$ cat config.mk
export PLATFORM = sky130hd
export DESIGN_NAME = moisture_band_indicator_core_flat
export DESIGN_NICKNAME = d
export VERILOG_FILES = /design/src/rtl/mbi_pkg.sv /design/src/rtl/mbi_if.sv /design/src/rtl/mbi_cfg.sv /design/src/rtl/mbi_tick.sv /design/src/rtl/moisture_band_indicator_core.sv /design/src/flat_wrapper.sv
export SDC_FILE = /design/constraint.sdc
export NUM_CORES = 1
export LEC_CHECK = 0
export BUFFER_PORTS_ARGS = -buffer_cell sky130_fd_sc_hd__buf_2
export CORE_MARGIN = 2
export CORE_UTILIZATION = 55
export CTS_BUF_LIST = sky130_fd_sc_hd__clkbuf_4
export DETAILED_ROUTE_END_ITERATION = 8
export GPL_TIMING_DRIVEN = 0
export PLACE_DENSITY = 0.71
export SLEW_MARGIN = 15
export SYNTH_ARGS = -nofsm -noshare
export SYNTH_HDL_FRONTEND = slang
export SYNTH_SLANG_ARGS = --single-unit
export TNS_END_PERCENT = 5
$ cat constraint.sdc
create_clock -name clk -period 6.8 [get_ports clk]
set_input_delay 1.02 -clock clk [delete_from_list [all_inputs] [get_ports clk]]
set_output_delay 1.02 -clock clk [all_outputs]
set_load 0.02 [all_outputs]
$ cat src/rtl/mbi_pkg.sv
package mbi_pkg;

  // Default burst length.
  localparam int SAMPLES_PER_BURST = 30;

  // Field widths.
  localparam int READING_W = 10;
  localparam int INTERVAL_W = 16;
  localparam int LEVEL_W = 12;
  localparam int SUM_W = 18;
  localparam int BAND_W = 2;

  // Configuration port.
  localparam int CFG_IDX_W = 3;
  localparam int CFG_DATA_W = 16;

  localparam logic [CFG_IDX_W-1:0] REG_READING_INTERVAL = 3'd0;
  localparam logic [CFG_IDX_W-1:0] REG_SAMPLING_INTERVAL = 3'd1;
  localparam logic [CFG_IDX_W-1:0] REG_UPDATE_INTERVAL = 3'd2;
  localparam logic [CFG_IDX_W-1:0] REG_DRY_LEVEL = 3'd3;
  localparam logic [CFG_IDX_W-1:0] REG_WET_LEVEL = 3'd4;

  // Register reset values.
  localparam logic [INTERVAL_W-1:0] RST_READING_INTERVAL = 16'd30000;
  localparam logic [INTERVAL_W-1:0] RST_SAMPLING_INTERVAL = 16'd250;
  localparam logic [INTERVAL_W-1:0] RST_UPDATE_INTERVAL = 16'd250;
  localparam logic [LEVEL_W-1:0] RST_DRY_LEVEL = 12'd520;
  localparam logic [LEVEL_W-1:0] RST_WET_LEVEL = 12'd260;

  // Band codes.
  localparam logic [BAND_W-1:0] BAND_TOO_WET = 2'd0;
  localparam logic [BAND_W-1:0] BAND_OK = 2'd1;
  localparam logic [BAND_W-1:0] BAND_WARNING = 2'd2;
  localparam logic [BAND_W-1:0] BAND_ALERT = 2'd3;

  // Lamp bits: green, yellow, red from the low end.
  localparam logic [2:0] LAMP_GREEN = 3'b001;
  localparam logic [2:0] LAMP_YELLOW = 3'b010;
  localparam logic [2:0] LAMP_RED = 3'b100;

  // Timer settings handed from the register file to the tick logic.
  typedef struct packed {
    logic [INTERVAL_W-1:0] reading_interval;
    logic [INTERVAL_W-1:0] sampling_interval;
    logic [INTERVAL_W-1:0] update_interval;
  } mbi_timing_t;

  // One result item.
  typedef struct packed {
    logic green_on;
    logic yellow_on;
    logic red_on;
    logic verdict_valid;
    logic [BAND_W-1:0] band;
    logic [SUM_W-1:0] burst_sum;
  } mbi_result_t;

endpackage

$ cat src/rtl/mbi_if.sv
// Input channel: one millisecond tick with the converter reading.
interface mbi_in_if;
  logic valid;
  logic ready;
  logic [mbi_pkg::READING_W-1:0] adc_reading;

  modport source (output valid, output adc_reading, input ready);
  modport sink (input valid, input adc_reading, output ready);
endinterface

// Result channel: lamp levels and the burst verdict for one tick.
interface mbi_out_if;
  logic valid;
  logic ready;
  logic green_on;
  logic yellow_on;
  logic red_on;
  logic verdict_valid;
  logic [mbi_pkg::BAND_W-1:0] band;
  logic [mbi_pkg::SUM_W-1:0] burst_sum;

  modport source (output valid, output green_on, output yellow_on, output red_on,
                  output verdict_valid, output band, output burst_sum, input ready);
  modport sink (input valid, input green_on, input yellow_on, input red_on,
                input verdict_valid, input band, input burst_sum, output ready);
endinterface

$ cat src/rtl/mbi_cfg.sv
module mbi_cfg #(
  parameter int SAMPLES_PER_BURST = mbi_pkg::SAMPLES_PER_BURST,
  localparam int CNT_W = $clog2(SAMPLES_PER_BURST + 1),
  localparam int THR_W = mbi_pkg::LEVEL_W + CNT_W
) (
  input  logic clk,
  input  logic rst_n,
  input  logic cfg_we,
  input  logic [mbi_pkg::CFG_IDX_W-1:0] cfg_idx,
  input  logic [mbi_pkg::CFG_DATA_W-1:0] cfg_wdata,
  output mbi_pkg::mbi_timing_t timing_o,
  output logic [THR_W-1:0] thr_alert_o,
  output logic [THR_W-1:0] thr_warn_o,
  output logic [THR_W-1:0] thr_ok_o
);

  mbi_pkg::mbi_timing_t timing_r;
  logic [mbi_pkg::LEVEL_W-1:0] dry_r;
  logic [mbi_pkg::LEVEL_W-1:0] wet_r;
  logic [THR_W-1:0] thr_alert_r;
  logic [THR_W-1:0] thr_warn_r;
  logic [THR_W-1:0] thr_ok_r;

  logic [mbi_pkg::LEVEL_W-1:0] step;
  logic [mbi_pkg::LEVEL_W-1:0] lvl_alert;
  logic [mbi_pkg::LEVEL_W-1:0] lvl_warn;
  logic [mbi_pkg::LEVEL_W-1:0] lvl_ok;
  logic [THR_W-1:0] thr_alert_nxt;
  logic [THR_W-1:0] thr_warn_nxt;
  logic [THR_W-1:0] thr_ok_nxt;

  // Register writes; unknown indexes are dropped.
  always_ff @(posedge clk) begin
    if (!rst_n) begin
      timing_r.reading_interval <= mbi_pkg::RST_READING_INTERVAL;
      timing_r.sampling_interval <= mbi_pkg::RST_SAMPLING_INTERVAL;
      timing_r.update_interval <= mbi_pkg::RST_UPDATE_INTERVAL;
      dry_r <= mbi_pkg::RST_DRY_LEVEL;
      wet_r <= mbi_pkg::RST_WET_LEVEL;
    end else if (cfg_we) begin
      case (cfg_idx)
        mbi_pkg::REG_READING_INTERVAL: timing_r.reading_interval <= cfg_wdata;
        mbi_pkg::REG_SAMPLING_INTERVAL: timing_r.sampling_interval <= cfg_wdata;
        mbi_pkg::REG_UPDATE_INTERVAL: timing_r.update_interval <= cfg_wdata;
        mbi_pkg::REG_DRY_LEVEL: dry_r <= cfg_wdata[mbi_pkg::LEVEL_W-1:0];
        mbi_pkg::REG_WET_LEVEL: wet_r <= cfg_wdata[mbi_pkg::LEVEL_W-1:0];
        default: ;
      endcase
    end
  end

  // Band step is a quarter of the dry-wet span; the three levels never go negative
  // because three steps stay below the dry level.
  always_comb begin
    step = (dry_r > wet_r) ? ((dry_r - wet_r) >> 2) : '0;
    lvl_alert = dry_r - step;
    lvl_warn = dry_r - {step[mbi_pkg::LEVEL_W-2:0], 1'b0};
    lvl_ok = dry_r - ({step[mbi_pkg::LEVEL_W-2:0], 1'b0} + step);
    thr_alert_nxt = THR_W'(lvl_alert) * THR_W'(SAMPLES_PER_BURST);
    thr_warn_nxt = THR_W'(lvl_warn) * THR_W'(SAMPLES_PER_BURST);
    thr_ok_nxt = THR_W'(lvl_ok) * THR_W'(SAMPLES_PER_BURST);
  end

  // Thresholds are registered from the levels, so they follow them in the next cycle.
  always_ff @(posedge clk) begin
    thr_alert_r <= thr_alert_nxt;
    thr_warn_r <= thr_warn_nxt;
    thr_ok_r <= thr_ok_nxt;
  end

  assign timing_o = timing_r;
  assign thr_alert_o = thr_alert_r;
  assign thr_warn_o = thr_warn_r;
  assign thr_ok_o = thr_ok_r;

endmodule

$ cat src/rtl/mbi_tick.sv
module mbi_tick #(
  parameter int SAMPLES_PER_BURST = mbi_pkg::SAMPLES_PER_BURST,
  localparam int CNT_W = $clog2(SAMPLES_PER_BURST + 1),
  localparam int THR_W = mbi_pkg::LEVEL_W + CNT_W
) (
  input  logic clk,
  input  logic rst_n,
  input  logic adv_i,
  input  logic [mbi_pkg::READING_W-1:0] reading_i,
  input  mbi_pkg::mbi_timing_t timing_i,
  input  logic [THR_W-1:0] thr_alert_i,
  input  logic [THR_W-1:0] thr_warn_i,
  input  logic [THR_W-1:0] thr_ok_i,
  output mbi_pkg::mbi_result_t res_o
);

  localparam int CMP_W = (THR_W > mbi_pkg::SUM_W) ? THR_W : mbi_pkg::SUM_W;
  localparam int SAMPLE_W = mbi_pkg::READING_W + 2;

  typedef enum logic [2:0] {
    MODE_OFF = 3'd0,
    MODE_WET_ON = 3'd1,
    MODE_WET_OFF = 3'd2,
    MODE_OK = 3'd3,
    MODE_WARNING = 3'd4,
    MODE_ALERT_ON = 3'd5,
    MODE_ALERT_OFF = 3'd6
  } mode_t;

  logic [mbi_pkg::INTERVAL_W-1:0] since_reading_r, since_reading_nxt;
  logic [mbi_pkg::INTERVAL_W-1:0] since_sample_r, since_sample_nxt;
  logic [mbi_pkg::INTERVAL_W-1:0] since_update_r, since_update_nxt;
  logic active_r, active_nxt;
  logic [CNT_W-1:0] cnt_r, cnt_nxt;
  logic [1:0] phase_r, phase_nxt;
  logic [mbi_pkg::SUM_W-1:0] sum_r, sum_nxt;
  mode_t mode_r, mode_nxt;
  logic [2:0] lamp_r, lamp_nxt;

  logic [CNT_W-1:0] cnt_inc;
  logic [SAMPLE_W-1:0] sample;
  logic [mbi_pkg::SUM_W-1:0] sum_inc;
  mbi_pkg::mbi_result_t res;

  function automatic logic [mbi_pkg::INTERVAL_W-1:0] sat_inc(
    input logic [mbi_pkg::INTERVAL_W-1:0] v
  );
    return (&v) ? v : v + 1'b1;
  endfunction

  // Next state and result for one tick.
  always_comb begin
    since_reading_nxt = sat_inc(since_reading_r);
    since_sample_nxt = sat_inc(since_sample_r);
    since_update_nxt = sat_inc(since_update_r);
    active_nxt = active_r;
    cnt_nxt = cnt_r;
    phase_nxt = phase_r;
    sum_nxt = sum_r;
    mode_nxt = mode_r;
    lamp_nxt = lamp_r;
    res.verdict_valid = 1'b0;
    res.band = mbi_pkg::BAND_TOO_WET;
    res.burst_sum = '0;

    sample = {1'b0, reading_i, 1'b0} + {2'b00, reading_i};
    sum_inc = sum_r + mbi_pkg::SUM_W'(sample);
    cnt_inc = cnt_r + 1'b1;

    // Chase lamp during a burst follows the sample count mod 3.
    if (active_r) begin
      case (phase_r)
        2'd0: lamp_nxt = mbi_pkg::LAMP_RED;
        2'd1: lamp_nxt = mbi_pkg::LAMP_YELLOW;
        default: lamp_nxt = mbi_pkg::LAMP_GREEN;
      endcase
    end

    // Indicator update and blink toggle.
    if (since_update_nxt >= timing_i.update_interval) begin
      case (mode_r)
        MODE_OK: lamp_nxt = lamp_nxt | mbi_pkg::LAMP_GREEN;
        MODE_WET_OFF: begin
          lamp_nxt = lamp_nxt | mbi_pkg::LAMP_GREEN;
          mode_nxt = MODE_WET_ON;
        end
        MODE_WET_ON: begin
          lamp_nxt = lamp_nxt & ~mbi_pkg::LAMP_GREEN;
          mode_nxt = MODE_WET_OFF;
        end
        MODE_WARNING: lamp_nxt = lamp_nxt | mbi_pkg::LAMP_YELLOW;
        MODE_ALERT_ON: begin
          lamp_nxt = lamp_nxt & ~mbi_pkg::LAMP_RED;
          mode_nxt = MODE_ALERT_OFF;
        end
        MODE_ALERT_OFF: begin
          lamp_nxt = lamp_nxt | mbi_pkg::LAMP_RED;
          mode_nxt = MODE_ALERT_ON;
        end
        default: lamp_nxt = '0;
      endcase
      since_update_nxt = '0;
    end

    // Burst sampling, classification and start.
    if (active_r) begin
      if (since_sample_nxt >= timing_i.sampling_interval) begin
        since_sample_nxt = '0;
        sum_nxt = sum_inc;
        cnt_nxt = cnt_inc;
        phase_nxt = (phase_r == 2'd2) ? 2'd0 : phase_r + 2'd1;
        if (cnt_inc == CNT_W'(SAMPLES_PER_BURST)) begin
          res.verdict_valid = 1'b1;
          res.burst_sum = sum_inc;
          if (CMP_W'(sum_inc) >= CMP_W'(thr_alert_i)) begin
            res.band = mbi_pkg::BAND_ALERT;
            mode_nxt = MODE_ALERT_OFF;
          end else if (CMP_W'(sum_inc) >= CMP_W'(thr_warn_i)) begin
            res.band = mbi_pkg::BAND_WARNING;
            mode_nxt = MODE_WARNING;
          end else if (CMP_W'(sum_inc) >= CMP_W'(thr_ok_i)) begin
            res.band = mbi_pkg::BAND_OK;
            mode_nxt = MODE_OK;
          end else begin
            res.band = mbi_pkg::BAND_TOO_WET;
            mode_nxt = MODE_WET_OFF;
          end
          lamp_nxt = '0;
          cnt_nxt = '0;
          phase_nxt = 2'd0;
          sum_nxt = '0;
          active_nxt = 1'b0;
        end
      end
    end else if (since_reading_nxt >= timing_i.reading_interval) begin
      active_nxt = 1'b1;
      since_reading_nxt = '0;
      since_sample_nxt = timing_i.sampling_interval;
      cnt_nxt = '0;
      phase_nxt = 2'd0;
      sum_nxt = '0;
    end

    res.green_on = lamp_nxt[0];
    res.yellow_on = lamp_nxt[1];
    res.red_on = lamp_nxt[2];
  end

  // State advances once per transferred tick.
  always_ff @(posedge clk) begin
    if (!rst_n) begin
      since_reading_r <= '0;
      since_sample_r <= '0;
      since_update_r <= '0;
      active_r <= 1'b0;
      cnt_r <= '0;
      phase_r <= 2'd0;
      sum_r <= '0;
      mode_r <= MODE_OFF;
      lamp_r <= '0;
    end else if (adv_i) begin
      since_reading_r <= since_reading_nxt;
      since_sample_r <= since_sample_nxt;
      since_update_r <= since_update_nxt;
      active_r <= active_nxt;
      cnt_r <= cnt_nxt;
      phase_r <= phase_nxt;
      sum_r <= sum_nxt;
      mode_r <= mode_nxt;
      lamp_r <= lamp_nxt;
    end
  end

  assign res_o = res;

`ifndef ASSERT_OFF
  // Outside a burst the accumulator and count sit at zero.
  a_idle_clear: assert property (@(posedge clk) disable iff (!rst_n)
    !active_r |-> (cnt_r == '0 && sum_r == '0 && phase_r == 2'd0))
    else $error("accumulator not clear outside a burst");

  // A verdict always ends the burst.
  a_verdict_ends: assert property (@(posedge clk) disable iff (!rst_n)
    (adv_i && res.verdict_valid) |=> !active_r)
    else $error("burst still active after verdict");

  // The sample count never passes the burst length.
  a_cnt_range: assert property (@(posedge clk) disable iff (!rst_n)
    cnt_r <= CNT_W'(SAMPLES_PER_BURST - 1))
    else $error("sample count out of range");
`endif

endmodule

$ cat src/rtl/moisture_band_indicator_core.sv
// Moisture band indicator. Each transfer on in_ch is one millisecond tick carrying the
// converter reading, and each tick yields exactly one result on out_ch with the three
// lamp levels and, on the tick that ends a sampling burst, the burst sum and its band.
// A new tick is taken every clock cycle unless backpressure on out_ch stalls the input.
// A tick passes from the input register through a single pass of tick logic into the
// result register, from which its result is presented; backpressure on out_ch stalls
// the input through a one-entry hold in each register. The band thresholds are
// registered from the dry and wet level registers, which a configuration write updates.
module moisture_band_indicator_core #(
  parameter int SAMPLES_PER_BURST = mbi_pkg::SAMPLES_PER_BURST
) (
  input  logic clk,
  input  logic rst_n,
  mbi_in_if.sink in_ch,
  mbi_out_if.source out_ch,
  input  logic cfg_we,
  input  logic [mbi_pkg::CFG_IDX_W-1:0] cfg_idx,
  input  logic [mbi_pkg::CFG_DATA_W-1:0] cfg_wdata
);

  localparam int CNT_W = $clog2(SAMPLES_PER_BURST + 1);
  localparam int THR_W = mbi_pkg::LEVEL_W + CNT_W;

  mbi_pkg::mbi_timing_t timing;
  logic [THR_W-1:0] thr_alert;
  logic [THR_W-1:0] thr_warn;
  logic [THR_W-1:0] thr_ok;

  logic in_valid_r, in_valid_nxt;
  logic [mbi_pkg::READING_W-1:0] in_reading_r;
  logic out_valid_r, out_valid_nxt;
  mbi_pkg::mbi_result_t out_res_r;
  mbi_pkg::mbi_result_t res;
  logic out_free;
  logic adv;
  logic in_xfer;

  mbi_cfg #(.SAMPLES_PER_BURST(SAMPLES_PER_BURST)) u_cfg (
    .clk(clk),
    .rst_n(rst_n),
    .cfg_we(cfg_we),
    .cfg_idx(cfg_idx),
    .cfg_wdata(cfg_wdata),
    .timing_o(timing),
    .thr_alert_o(thr_alert),
    .thr_warn_o(thr_warn),
    .thr_ok_o(thr_ok)
  );

  mbi_tick #(.SAMPLES_PER_BURST(SAMPLES_PER_BURST)) u_tick (
    .clk(clk),
    .rst_n(rst_n),
    .adv_i(adv),
    .reading_i(in_reading_r),
    .timing_i(timing),
    .thr_alert_i(thr_alert),
    .thr_warn_i(thr_warn),
    .thr_ok_i(thr_ok),
    .res_o(res)
  );

  // Handshake: a held tick moves on when the result register is free or draining.
  assign out_free = !out_valid_r || out_ch.ready;
  assign adv = in_valid_r && out_free;
  assign in_ch.ready = !in_valid_r || adv;
  assign in_xfer = in_ch.valid && in_ch.ready;

  always_comb begin
    in_valid_nxt = in_xfer ? 1'b1 : (adv ? 1'b0 : in_valid_r);
    out_valid_nxt = adv ? 1'b1 : (out_ch.ready ? 1'b0 : out_valid_r);
  end

  // Input and result registers.
  always_ff @(posedge clk) begin
    if (!rst_n) begin
      in_valid_r <= 1'b0;
      out_valid_r <= 1'b0;
    end else begin
      in_valid_r <= in_valid_nxt;
      out_valid_r <= out_valid_nxt;
    end
  end

  always_ff @(posedge clk) begin
    if (in_xfer) begin
      in_reading_r <= in_ch.adc_reading;
    end
    if (adv) begin
      out_res_r <= res;
    end
  end

  assign out_ch.valid = out_valid_r;
  assign out_ch.green_on = out_res_r.green_on;
  assign out_ch.yellow_on = out_res_r.yellow_on;
  assign out_ch.red_on = out_res_r.red_on;
  assign out_ch.verdict_valid = out_res_r.verdict_valid;
  assign out_ch.band = out_res_r.band;
  assign out_ch.burst_sum = out_res_r.burst_sum;

`ifndef ASSERT_OFF
  // A full pipeline with a stalled result must refuse new ticks.
  a_full_stall: assert property (@(posedge clk) disable iff (!rst_n)
    (in_valid_r && out_valid_r && !out_ch.ready) |-> !in_ch.ready)
    else $error("tick taken while pipeline is full");

  // A result that was not taken stays in the result register.
  a_out_hold: assert property (@(posedge clk) disable iff (!rst_n)
    (out_valid_r && !out_ch.ready) |=> out_valid_r)
    else $error("pending result dropped");

  // A stalled result keeps its payload.
  a_out_stable: assert property (@(posedge clk) disable iff (!rst_n)
    (out_valid_r && !out_ch.ready) |=> $stable(out_res_r))
    else $error("pending result changed while stalled");
`endif

endmodule

$ cat src/flat_wrapper.sv
// flat-port wrapper written by rule: the top's interface ports become plain ports
module moisture_band_indicator_core_flat 
#(
  parameter int SAMPLES_PER_BURST = mbi_pkg::SAMPLES_PER_BURST
)
  (clk, rst_n, cfg_we, cfg_idx, cfg_wdata, in_ch_valid, in_ch_adc_reading, in_ch_ready, out_ch_valid, out_ch_green_on, out_ch_yellow_on, out_ch_red_on, out_ch_verdict_valid, out_ch_band, out_ch_burst_sum, out_ch_ready);
  mbi_in_if in_ch_i ();
  mbi_out_if out_ch_i ();
  input  logic clk;
  input  logic rst_n;
  input  logic cfg_we;
  input  logic [mbi_pkg::CFG_IDX_W-1:0] cfg_idx;
  input  logic [mbi_pkg::CFG_DATA_W-1:0] cfg_wdata;
  input wire logic [$bits(in_ch_i.valid)-1:0] in_ch_valid;
  input wire logic [$bits(in_ch_i.adc_reading)-1:0] in_ch_adc_reading;
  output wire logic [$bits(in_ch_i.ready)-1:0] in_ch_ready;
  output wire logic [$bits(out_ch_i.valid)-1:0] out_ch_valid;
  output wire logic [$bits(out_ch_i.green_on)-1:0] out_ch_green_on;
  output wire logic [$bits(out_ch_i.yellow_on)-1:0] out_ch_yellow_on;
  output wire logic [$bits(out_ch_i.red_on)-1:0] out_ch_red_on;
  output wire logic [$bits(out_ch_i.verdict_valid)-1:0] out_ch_verdict_valid;
  output wire logic [$bits(out_ch_i.band)-1:0] out_ch_band;
  output wire logic [$bits(out_ch_i.burst_sum)-1:0] out_ch_burst_sum;
  input wire logic [$bits(out_ch_i.ready)-1:0] out_ch_ready;
  assign in_ch_i.valid = in_ch_valid;
  assign in_ch_i.adc_reading = in_ch_adc_reading;
  assign in_ch_ready = in_ch_i.ready;
  assign out_ch_valid = out_ch_i.valid;
  assign out_ch_green_on = out_ch_i.green_on;
  assign out_ch_yellow_on = out_ch_i.yellow_on;
  assign out_ch_red_on = out_ch_i.red_on;
  assign out_ch_verdict_valid = out_ch_i.verdict_valid;
  assign out_ch_band = out_ch_i.band;
  assign out_ch_burst_sum = out_ch_i.burst_sum;
  assign out_ch_i.ready = out_ch_ready;
  moisture_band_indicator_core #(.SAMPLES_PER_BURST(SAMPLES_PER_BURST)) u_core (.clk(clk), .rst_n(rst_n), .in_ch(in_ch_i), .out_ch(out_ch_i), .cfg_we(cfg_we), .cfg_idx(cfg_idx), .cfg_wdata(cfg_wdata));
endmodule
Yosys cells after proc, flatten, opt, wreduce, memory -nomap -nowiden
Index checks and enable logic that the tools add are counted.
{ "op_classes": {"div_mod_pow": 0, "multipliers": 3, "shifts": 0, "bitwise": 0, "n_eq_ne": 14, "n_lt_le_gt_ge": 7, "n_addsub": 12, "n_reduce_logical": 23, "mux": 50} }
{ "ops": {"columns": ["cell", "count"], "rows": [
  ["two-way mux 16 bit", 9],
  ["two-way mux 18 bit", 4],
  [">= comparator 18 x 17 -> 1 bit", 3],
  ["adder 16 x 1 -> 16 bit, second input constant", 3],
  [">= comparator 16 bit", 3],
  ["multiplier 12 x 4 -> 16 bit, second input constant", 3],
  ["AND reduction 16 bit", 3],
  ["two-way mux 3 bit", 11],
  ["adder 11 x 10 -> 12 bit", 2],
  ["subtractor 12 bit", 2],
  ["two-way mux 21 bit", 1],
  ["two-way mux 5 bit", 4],
  ["adder 18 x 12 -> 18 bit", 1],
  ["one-hot mux 3 bit (5 select lines)", 1],
  ["two-way mux 2 bit", 7],
  ["equality test 3 x 2 -> 1 bit, second input constant", 4],
  ["equality test 3 bit, second input constant", 4],
  ["greater-than comparator 12 bit", 1],
  ["one-hot mux 3 bit (4 select lines)", 1],
  ["AND reduction 2 bit", 6],
  ["subtractor 12 x 10 -> 12 bit", 1],
  ["subtractor 12 x 11 -> 12 bit", 1],
  ["two-way mux 1 bit", 10],
  ["two-way mux 10 bit", 1],
  ["other kinds (16)", 23]
]} }
{ "totals": {"mem_bits_rw": 0, "mem_bits_ro": 0, "inputBits": 34, "latchBits": 0, "ff_bits": 236, "n_memories": 0, "elab_cells": 135} }

Depth between registers and ports, before layout
{ "depth": {"ltp_word": 9, "ltp_mapped": 32} }

Cells and area by module
Synthesis repeated with hierarchy kept, for this count alone.
{ "unflattened": {"hier_cells": 2210, "area_unflattened_um2": 18936.9} }
{ "by_module_without_submodules": {"columns": ["module", "area_each_um2", "n_inst", "seq_area_each_um2", "cells_per_inst"], "rows": [
  ["mbi_cfg", 9374.0, 1, 2402.3, 1078],
  ["mbi_tick", 8438.1, 1, 1601.5, 1089],
  ["moisture_band_indicator_core", 1124.8, 1, 1061.0, 43]
]} }

Worst setup path after synthesis
OpenSTA, ideal clock, no wires.
{ "synth_path": {"kind": "register to register", "startpoint": "register u_core.u_cfg.dry_r[1] (netlist bit)", "endpoint": "register u_core.u_cfg.thr_ok_r[16] (netlist: u_core.u_cfg.thr_ok_o[16])", "stages_incl_launch_ff": 30, "synth_period_minus_slack_ns": 7.057, "arrival_ns": 6.939, "t_required_ns": 6.682, "setup_time_ns": 0.118, "path_buffers": 0, "slack_ns": -0.257, "cell_sequence": "dfxtp_1 -> ha_1 -> nor2b_1 -> o21a_1 -> o21ai_0 -> a21oi_1 -> a221o_1 -> a221oi_1 -> a21oi_1 -> nor3b_1 -> ha_1 -> inv_1 -> ha_1 -> or2_2 -> fa_1 -> a21oi_1 -> o211ai_1 -> o41ai_1 -> xor2_1 -> xnor2_1 -> xor2_1 -> fa_1 -> inv_1 -> ha_1 -> and3_1 -> nand3_1 -> and3_1 -> o41ai_1 -> a21oi_1 -> xnor2_1"} }
{ "synth_between": {"elab_chain_cells": 5, "elab_cells_between_ends": 6} }
{ "synth_rtl": {"columns": ["element", "line_no", "text"], "rows": [
  ["start, declared", "mbi_cfg.sv:18", "logic [mbi_pkg::LEVEL_W-1:0] dry_r;"],
  ["start signal, assigned", "mbi_cfg.sv:38", "dry_r <= mbi_pkg::RST_DRY_LEVEL;"],
  ["start signal, assigned", "mbi_cfg.sv:45", "mbi_pkg::REG_DRY_LEVEL: dry_r <= cfg_wdata[mbi_pkg::LEVEL_W-1:0];"],
  ["subtractor 12 bit / greater-than comparator 12 bit (equally long branches)", "mbi_cfg.sv:55", "step = (dry_r > wet_r) ? ((dry_r - wet_r) >> 2) : '0;"],
  ["two-way mux 10 bit", "mbi_cfg.sv:55", null],
  ["adder 11 x 10 -> 12 bit", "mbi_cfg.sv:58", "lvl_ok = dry_r - ({step[mbi_pkg::LEVEL_W-2:0], 1'b0} + step);"],
  ["subtractor 12 bit *", "mbi_cfg.sv:58", null],
  ["multiplier 12 x 4 -> 16 bit *", "mbi_cfg.sv:61", "thr_ok_nxt = THR_W'(lvl_ok) * THR_W'(SAMPLES_PER_BURST);"],
  ["named net u_core.u_cfg.thr_ok_nxt[16]", "mbi_cfg.sv:30", "logic [THR_W-1:0] thr_ok_nxt;"],
  ["end signal, assigned", "mbi_cfg.sv:68", "thr_ok_r <= thr_ok_nxt;"],
  ["end, declared", "mbi_cfg.sv:22", "logic [THR_W-1:0] thr_ok_r;"]
]} }
Mark *: on every way through the listed nets, which the timed path passes. The rest lies on a longest branch.
A chain may end at the register's enable or synchronous reset.

Worst setup path in the final report
{ "layout_path": {"startpoint": "register u_core.u_cfg.dry_r[4] (netlist bit)", "endpoint": "register u_core.u_cfg.thr_ok_r[14] (netlist: u_core.u_cfg.thr_ok_o[14])"} }
Same word-level chain as after synthesis.

==> results_dict.tcl <==
set metrics [dict create \
    num_io_pins 60 \
    wl_per_cell_um 17.6 \
    htreeDepth 3 \
    place_congestion 0.908 \
    holdCritPathClass "register to register" \
    grt_setup_unrepaired "yes" \
    layout_common_cells "inv_1, nand2_1, ha_1" \
    regToRegEndpoint "u_core.u_cfg.thr_ok_o[14]$_DFF_P_" \
    syn_area_per_cell_um2 8.55 \
    crit_arrival_ns 7.29 \
    cts_hold_buf 0 \
    path_clk_slew_ns 0.06 \
    placed_cell_area_um2 18500 \
    critPathBufInv 3 \
    start_util_pct 55.9 \
    synth_top_cell_area_share_pct 22.9 \
    synth_edf_count 34 \
    gr-total-overflow 0 \
    yosysWarnings 0 \
    fill_cells 2653 \
    cp.required_ns 7.43 \
    maxCapViolCount 0 \
    die_w_um 183 \
    yosysSeqAreaShare_pct 28.6 \
    critPathKind "register to register" \
    path_depth 28 \
    fmaxAchievable_mhz 150 \
    synthDistinctLibCells 69 \
    cts.sinks 236 \
    vias 15521 \
    dp_hpwl_um 35200 \
    slowest_delay_ns 0.51 \
    grt_pass1_wl_um 74700 \
    reg2reg_depth 28 \
    worst_path_max_delay_cell "fa_1" \
    syn-num-nets 2404 \
    worstHoldStart "u_core.u_cfg.dry_r[0]$_SDFFE_PN0P_" \
    portBuffers 59 \
    grt_antenna_before_repair 2 \
    ys_async_sr_fraction_pct 0 \
    rows 65 \
    synthTopCellsByArea "dfxtp_1, ha_1, fa_1, edfxtp_1, inv_1" \
    finalInstanceArea_um2 20200 \
    end_kind "register" \
    final.min_clock_period_ns 6.66 \
    fin_skew_ns 0.0484 \
    final.period_utilization_pct 97.9 \
    synth_seq_cells 236 \
    setup_violations 0 \
    grtUsageTotal_pct 28.0 \
    core-area_um2 31600 \
    drc 0 \
    first_iter_violations 1169 \
    hold_viol 0 \
    yosys.area.top_type "dfxtp_1" \
    numCtsBuffers 68 \
    area_delta_synth_final_pct 14.0 \
    fp.dieArea_um2 33600 \
    routed_wl_um 47100 \
    root_buffer "clkbuf_4" \
    slew_viol_final 0 \
    drt-met1-wl_um 21300 \
    status "completed" \
    cts.path.max_buffers 3 \
    drive_gt1_share_pct 13.3 \
    die_h_um 183 \
    critical-path-top-delay-family "adder cells" \
    routed_via_density 5.80 \
    regToRegSetupSlack_ns 0.14 \
    tritoncts "done" \
    insertion_delay_ns 0.76 \
    top_layer "met5" \
    hold_path_depth 0 \
    synthCells 2069 \
    cp-start-kind "register" \
    grt_max_degree 30 \
    ys.flop_type "dfxtp_1" \
    drtAntennaViolNets 0 \
    path_max_fanout 5 \
    fin_util_pct 63.7 \
    grt_pass1_vias 14786 \
    firstDrtPassIters 7 \
    nNetsFinal 2563 \
    met3_length_um 3280 \
    tightest_slew_ns 1.08 \
    slew_headroom_pct 27.0 \
    syn_area_um2 17700 \
    hold_end "u_core.u_cfg.thr_warn_o[1]$_DFF_P_" \
    mostFrequentLayoutCell "inv_1" \
    r2r_start "u_core.u_cfg.dry_r[4]$_SDFFE_PN0P_" \
    met2_length_um 21000 \
]
routing by layer:
metal / vias to the layer above / track usage [%]
li1: 7496 / -
met1: 7406 / 38.8
met2: 494 / 43.2
met3: 123 / 4.67
met4: 2 / 11.7
met5: - / 0
how the worst max path moves through the flow:
stage | from | endpoint | slack [ns]
after floorplan | u_core.u_cfg.dry_r[1]$_SDFFE_PN0P_ | u_core.u_cfg.thr_ok_o[16]$_DFF_P_ | 0.02
after global placement | u_core.u_cfg.dry_r[0]$_SDFFE_PN0P_ | u_core.u_cfg.thr_ok_o[16]$_DFF_P_ | -1.05
final | u_core.u_cfg.dry_r[4]$_SDFFE_PN0P_ | u_core.u_cfg.thr_ok_o[14]$_DFF_P_ | 0.14
after global routing | u_core.u_cfg.wet_r[1]$_SDFFE_PN0P_ | u_core.u_cfg.thr_ok_o[15]$_DFF_P_ | -0.05
after detailed placement | u_core.u_cfg.dry_r[0]$_SDFFE_PN0P_ | u_core.u_cfg.thr_ok_o[15]$_DFF_P_ | -1.19
after CTS | u_core.u_cfg.wet_r[1]$_SDFFE_PN0P_ | u_core.u_cfg.thr_ok_o[16]$_DFF_P_ | 0.006
synthesized netlist by cell type, drive strengths merged, types with 4 or more instances:
master	count
nand2b	16
a21o	30
nor3	45
a22o	11
nor2b	22
o21ai	77
nand3	60
fa	76
nand4	16
buf	5
edfxtp	34
ha	225
xnor2	84
a41oi	7
mux2	9
xor2	42
or3	17
nand2	236
a21boi	7
o21bai	11
a21oi	174
clkbuf	55
o21a	14
a31oi	24
a22oi	11
and4	9
dfxtp	202
nor4	6
a211oi	13
a221oi	15
mux2i	7
nor3b	5
nor2	128
and3	24
o41ai	6
and2	21
or2	9
inv	238
o31ai	4
o211ai	32
per-stage QoR:
step	TNS [ns]	cells	hold WS (ns)	setup slack, ns
3_3_place_gp	-8.72	2530	0.442	-1.05
2_1_floorplan	0	2069	0.368	0.0175
6_report	0	2677	0.399	0.142
4_1_cts	0	2663	0.395	0.00639
5_1_grt	-0.177	2677	0.399	-0.0493
3_5_place_dp	-11.06	2531	0.447	-1.19
cells by family (layout without fill, tap and decap cells):
group           Yosys count  after routing  synth area share [%]
compound gates          462            462                  16.4
xor+xnor                126            126                  6.24
fa+ha+maj               304            304                  24.7
buf+inv                 298            503                  6.37
flops                   236            236                  28.6
mux                      16             16                 0.969
other cells               0              1                     0
simple gates            627            627                  16.7
what timing repair did:
action                     CTS  global route
pin swaps                   21            34
setup buffers               16            13
resized for setup           53            60
setup endpoints to repair   20            16
area by class of cell:
| type | count | area, um^2 | area share [%] |
|---|---|---|---|
| inverter | 238 | 896 | 4.44 |
| timing repair buffer | 89 | 537 | 2.66 |
| tap | 402 | 503 | 2.49 |
| antenna | 1 | 2.50 | 0.0124 |
| sequential | 236 | 5080 | 25.2 |
| clock inverter | 25 | 204 | 1.01 |
| multi-input combinational | 1535 | 12000 | 59.6 |
| clock buffer | 91 | 683 | 3.39 |
| buffer | 60 | 239 | 1.19 |
worst register-to-register path: cells and delay by family (launching register included):
| kind | cells | cell delay, ns |
|---|---|---|
| fa+ha+maj | 6 | 1.89 |
| simple gates | 7 | 1.66 |
| compound gates | 8 | 1.59 |
| xor+xnor | 4 | 0.67 |
| flops | 1 | 0.44 |
| buf+inv | 3 | 0.33 |
sequential cells by signal, summed over array words and instances, names as in the netlist, 5 cells and up:
register	cells
u_core.out_ch.burst_sum	18
u_core.u_cfg.timing_o	48
u_core.u_tick.sum_r	18
u_core.u_cfg.thr_alert_o	16
u_core.u_cfg.thr_ok_o	16
u_core.u_cfg.dry_r	12
u_core.u_cfg.thr_warn_o	16
u_core.u_cfg.wet_r	12
u_core.u_tick.since_sample_r	16
u_core.u_tick.since_reading_r	16
u_core.in_reading_r	10
u_core.u_tick.since_update_r	16
u_core.u_tick.cnt_r	5
Power is not shown: default switching activity piles up to over one toggle a cycle in this logic, so the estimate is an artifact.
